`src/hw/rtl/ptpd_pkg.sv`:
```
// ptpd_pkg: word types and fixed widths for the point to plane distance unit
// no dependencies; used by every module of the block by scoped name
`timescale 1ns / 1ps
`default_nettype none

package ptpd_pkg;

   // coordinate and result widths
   localparam int COORD_W = 16;
   localparam int DIST_W  = 17;

   // intermediate widths of the front arithmetic
   localparam int DIFF_W  = COORD_W + 1;        // edge and offset vectors
   localparam int PROD_W  = 2 * DIFF_W;         // cross product terms
   localparam int NORM_W  = PROD_W + 1;         // normal components
   localparam int ABSN_W  = PROD_W;             // normal magnitude per axis
   localparam int HALF_N  = DIFF_W;             // low half of a split normal
   localparam int NHI_W   = NORM_W - HALF_N;    // signed high half of the normal
   localparam int NPP_W   = NHI_W + DIFF_W;     // partial of normal times offset
   localparam int AHI_W   = ABSN_W - HALF_N;    // high half of normal magnitude
   localparam int SQ_W    = 2 * HALF_N;         // partial of a normal square
   localparam int DOT_W   = NORM_W + DIFF_W + 2;// signed plane offset
   localparam int DOTH_W  = DOT_W / 2;          // half of the offset magnitude
   localparam int DSQ_W   = 2 * DOTH_W;         // partial of the offset square
   localparam int NN_W    = 2 * ABSN_W + 2;     // squared normal length
   localparam int D2_W    = 2 * DOT_W;          // squared plane offset

   // decoupling queue
   localparam int QDEPTH  = 4;
   localparam int QPTR_W  = 2;
   localparam int QCNT_W  = 3;

   // input word
   typedef struct packed {
      logic signed [COORD_W-1:0] vertex_a_x;
      logic signed [COORD_W-1:0] vertex_a_y;
      logic signed [COORD_W-1:0] vertex_a_z;
      logic signed [COORD_W-1:0] vertex_b_x;
      logic signed [COORD_W-1:0] vertex_b_y;
      logic signed [COORD_W-1:0] vertex_b_z;
      logic signed [COORD_W-1:0] vertex_c_x;
      logic signed [COORD_W-1:0] vertex_c_y;
      logic signed [COORD_W-1:0] vertex_c_z;
      logic signed [COORD_W-1:0] query_x;
      logic signed [COORD_W-1:0] query_y;
      logic signed [COORD_W-1:0] query_z;
   } req_word_type;

   // result word
   typedef struct packed {
      logic [DIST_W-1:0] distance;
      logic              degenerate;
   } rsp_word_type;

   // classified word between front and back
   typedef struct packed {
      logic [D2_W-1:0] d2;
      logic [NN_W-1:0] nn;
      logic            degenerate;
   } mid_word_type;

   // running state of the root search
   typedef struct packed {
      logic [D2_W-1:0]   rem;
      logic [D2_W-1:0]   qn;
      logic [NN_W-1:0]   nn;
      logic [DIST_W-1:0] q;
      logic              degenerate;
   } root_state_type;

endpackage

`default_nettype wire

```
`src/hw/rtl/ptpd_queue.sv`:
```
// ptpd_queue: short first-in first-out queue between front and back
// depends on ptpd_pkg for the word type and depth
`timescale 1ns / 1ps
`default_nettype none

module ptpd_queue (
   input  wire                   clock,
   input  wire                   reset,
   input  wire                   in_valid,
   output logic                  in_ready,
   input  ptpd_pkg::mid_word_type in_data,
   output logic                  out_valid,
   input  wire                   out_ready,
   output ptpd_pkg::mid_word_type out_data
);

   ptpd_pkg::mid_word_type mem_ff [ptpd_pkg::QDEPTH];
   logic [ptpd_pkg::QPTR_W-1:0] wr_ptr_ff;
   logic [ptpd_pkg::QPTR_W-1:0] rd_ptr_ff;
   logic [ptpd_pkg::QCNT_W-1:0] count_ff;
   logic push;
   logic pop;

   assign in_ready  = (count_ff != ptpd_pkg::QCNT_W'(ptpd_pkg::QDEPTH));
   assign out_valid = (count_ff != '0);
   assign push      = in_valid && in_ready;
   assign pop       = out_valid && out_ready;
   assign out_data  = mem_ff[rd_ptr_ff];

   // storage
   always_ff @(posedge clock) begin
      if (push) begin
         mem_ff[wr_ptr_ff] <= in_data;
      end
   end

   // pointers and fill count
   always_ff @(posedge clock) begin
      if (reset) begin
         wr_ptr_ff <= '0;
         rd_ptr_ff <= '0;
         count_ff  <= '0;
      end else begin
         if (push) begin
            wr_ptr_ff <= wr_ptr_ff + 1'b1;
         end
         if (pop) begin
            rd_ptr_ff <= rd_ptr_ff + 1'b1;
         end
         if (push && !pop) begin
            count_ff <= count_ff + 1'b1;
         end else if (pop && !push) begin
            count_ff <= count_ff - 1'b1;
         end
      end
   end

   // count tracks push and pop
   a_push_only: assert property (@(posedge clock) disable iff (reset)
      (push && !pop) |=> (count_ff == $past(count_ff) + 1'b1))
      else $error("queue count did not rise on push");

   a_pop_only: assert property (@(posedge clock) disable iff (reset)
      (pop && !push) |=> (count_ff == $past(count_ff) - 1'b1))
      else $error("queue count did not fall on pop");

   a_ptr_gap: assert property (@(posedge clock) disable iff (reset)
      (count_ff == '0) |-> (wr_ptr_ff == rd_ptr_ff))
      else $error("queue pointers differ while empty");

endmodule

`default_nettype wire

```
`config.mk`:
```
export PLATFORM = sky130hd
export DESIGN_NAME = ptpd_queue
export DESIGN_NICKNAME = d
export VERILOG_FILES = /design/src/hw/rtl/ptpd_pkg.sv /design/src/hw/rtl/ptpd_queue.sv
export SDC_FILE = /design/constraint.sdc
export NUM_CORES = 1
export LEC_CHECK = 0
export ABC_AREA = 0
export BUFFER_PORTS_ARGS = -buffer_cell sky130_fd_sc_hd__clkbuf_2
export CAP_MARGIN = 20
export CORE_MARGIN = 2
export CORE_UTILIZATION = 51
export DETAILED_ROUTE_END_ITERATION = 10
export GPL_ROUTABILITY_DRIVEN = 0
export HOLD_SLACK_MARGIN = 0.15
export PLACE_DENSITY = 0.75
export SLEW_MARGIN = 40
export SYNTH_ARGS = -nofsm -noshare
export SYNTH_HDL_FRONTEND = slang
export SYNTH_SLANG_ARGS = --single-unit
```
`constraint.sdc`:
```
create_clock -name clock -period 5.05 [get_ports clock]
set_input_delay 0.2525 -clock clock [delete_from_list [all_inputs] [get_ports clock]]
set_output_delay 0.2525 -clock clock [all_outputs]
set_load 0.1 [all_outputs]
```
==> flow_summary.json <==
{
  "hold_viol": 0,
  "mostFrequentLayoutCell": "edfxtp_1",
  "syn_nets": 1172,
  "syn_area_mm2": 0.02628,
  "ys_ff_latch": 725,
  "power_frac_comb_pct": 40.2,
  "tns_ns": 0,
  "critPathKind": "flop to output pin",
  "slew_viol_final": 0,
  "syn_avg_cell_area_um2": 26.73,
  "drt_iter0_markers": 731,
  "cts_setup_buffers": 0,
  "setup_violations": 0,
  "cts_tree": "built",
  "cellLeakagePower_nw": 11.22,
  "min_path_cells": 2,
  "nNetsFinal": 1769,
  "worstSetupEndpointType": "output pin",
  "p_sw_w": 0.009037,
  "ys.flop_type": "edfxtp_1",
  "slew_headroom_pct": 48.55,
  "tightest_slew_ns": 0.7718,
  "ys_types": 22,
  "top_usage_layer": "met2",
  "peakVddDrop_mv": 0.5888,
  "swShare_pct": 42.80,
  "cellPowerDensity_mw_per_mm2": 638.7,
  "track_usage_pct": 20.20,
  "drv_cap": 0,
  "clock_path_buffers": 3,
  "fin_crit_ns": 3.083,
  "drt_wl_total_um": 52860,
  "clock_sinks": 725,
  "die_h_um": 231.0,
  "intPower_w": 0.01208,
  "syn_inst": 983,
  "synth_area_leader_cell": "edfxtp_1",
  "numCtsBuffers": 72,
  "synth_top_family_by_area": "multiplexers",
  "cp_slowest_cell": "mux4_2",
  "synth_top_area_share_pct": 81.82,
  "start_util_pct": 51.43,
  "ys_seq_area_share_pct": 82.51,
  "firstDrtPassIters": 4,
  "crit_fanout": 71,
  "synth-compound-area-share_pct": 0.1429,
  "met1_usage_pct": 26.12,
  "antenna_found_initial": 2,
  "clk_pin_slew_ns": 0.06,
  "start_kind": "flop",
  "layout_common_cells": "716 x edfxtp_1, 363 x clkbuf_2, 182 x dlygate4sd3_1",
  "dieArea_mm2": 0.05335,
  "viasPerCell": 5.441,
  "grt_max_degree": 97,
  "arrival_ns": 2.83,
  "grt_overflow": 0,
  "htreeDepth": 3,
  "ios": 364,
  "rsz0062_at_grt": "false",
  "use_met2_pct": 32.92,
  "timing.final.ws_setup_ns": 1.967,
  "sequentialPowerShare_pct": 35.5,
  "row_count": 83,
  "finalClockSkew_ns": 0.01263,
  "max_stage_delay_ns": 0.64,
  "synth_area_leaders": "edfxtp_1 82%, mux4_2 15%, dfxtp_1 0.69%",
  "synth_xor_area_share_pct": 0.1333,
  "fmax_ghz": 0.3243,
  "pwr-share-clk_pct": 24.2,
  "drive_gt1_share_pct": 40.54,
  "syn2layout_area_growth_pct": 25.80,
  "finalPower_w": 0.02111,
  "drc": 0,
  "grt_pass1_wl_um": 79950,
  "wire_per_inst_um": 22.83,
  "crit_required_ns": 4.80,
  "async_flop_share_pct": 0,
  "synth_fa_ha_area_share_pct": 0.3143,
  "place_ws_ns": 2.527,
  "ant_nets": 0,
  "fin_crit_sh_pct": 61.06,
  "yosysWarnings": 0,
  "hpwl_um": 30490,
  "synthMuxAreaShare_pct": 15.46,
  "r2r_cells": 5,
  "clk_latency_ns": 0.59,
  "synth-edff-count": 716,
  "first_global_vias": 13510,
  "path_cells": "buf_12 -> mux4_2 -> clkbuf_2",
  "core_area_mm2": 0.05109,
  "vias": 12600,
  "root_buffer": "clkbuf_16",
  "min_path_type": "input pin to flop",
  "synthSimpleGateAreaFrac_pct": 0.3190,
  "io_buffer_count": 363,
  "status": "completed",
  "gr-usage-met3_pct": 5.954,
  "fin_util_pct": 64.70,
  "die_x_um": 231.0
}
-- through the flow --
| stage | cell area (µm²) | hold WS (ns) | cells |
|---|---|---|---|
| floorplan | 26280 | 0.3514 | 983 |
| global route | 33050 | 0.3934 | 2314 |
| global placement | 28910 | 0.4650 | 2001 |
| finish | 33060 | 0.4166 | 2315 |
| CTS | 33050 | 0.3693 | 2313 |
| detailed placement | 28970 | 0.4711 | 2004 |
-- per-layer routing --
layer / routed length (µm) / share of wire [%]
met5: 13 / 0.025
met4: 1368 / 2.6
met3: 4062 / 7.7
met2: 26860 / 51
met1: 20550 / 39
-- layout make-up --
type	instances	area, µm²
clock buffer	94	1948
multi-input combinational	214	4312
sequential	725	21690
clock inverter	33	310.3
inverter	3	11.26
tap	680	850.8
fill	3289	18040
timing repair buffer	564	3931
antenna	2	5.005
-- kinds of logic (layout without fill, tap and decap cells) --
kind of cell / after synthesis / after routing
flops: 725 / 725
other cells: 0 / 2
fa+ha+maj: 6 / 6
buf+inv: 44 / 694
compound gates: 5 / 5
mux: 182 / 182
simple gates: 17 / 17
xor+xnor: 4 / 4
-- power groups by stage --
stage	Sequential [W]	Clock (W)	Combinational, W
after global routing	0.00756	0.00547	0.00876
after global placement	0.00760	0	0.00837
after CTS	0.00751	0.00523	0.00857
after floorplan	0.00756	0	0.00721
after detailed placement	0.00763	0	0.00842
final	0.00750	0.00512	0.00850
-- critical path: cells and delay by family, from the launching register on --
kind	cells	cell delay (ns)
buffers and inverters	2	0.83
flip-flops	1	0.57
multiplexers	1	0.64
-- cell usage after synthesis (2+ instances only) --
cell type    n
mux4_2     179
xor2_1       4
buf_6       14
buf_2       19
dfxtp_1      9
and2_1       4
clkbuf_1     8
edfxtp_1   716
or3_1        2
mux2i_1      2
inv_1        3
nand2b_1     2
nor2_1       8
ha_1         5
-- worst paths after layout --
path | slack, ns | start | end
max | 1.97 | flop | out_data[57]
max reg2reg | 2.55 | count_ff[0]$_SDFFE_PP0P_ | mem_ff[1][20]$_DFFE_PP_
min | 0.42 | in_data[132] | mem_ff[1][132]$_DFFE_PP_
min reg2reg | 0.54 | rd_ptr_ff[0]$_SDFFE_PP0P_ | rd_ptr_ff[0]$_SDFFE_PP0P_
-- flip-flops by register name, summed over array words and instances, names as in the netlist, named ones only --
signal	flops
wr_ptr_ff	2
count_ff	3
rd_ptr_ff	2
mem_ff	716
-- what timing repair did --
action,in CTS,in global routing
hold buffers,182,0
resized for setup,0,0
endpoints found under the hold margin,725,0
(Power assumes the default switching activity.)
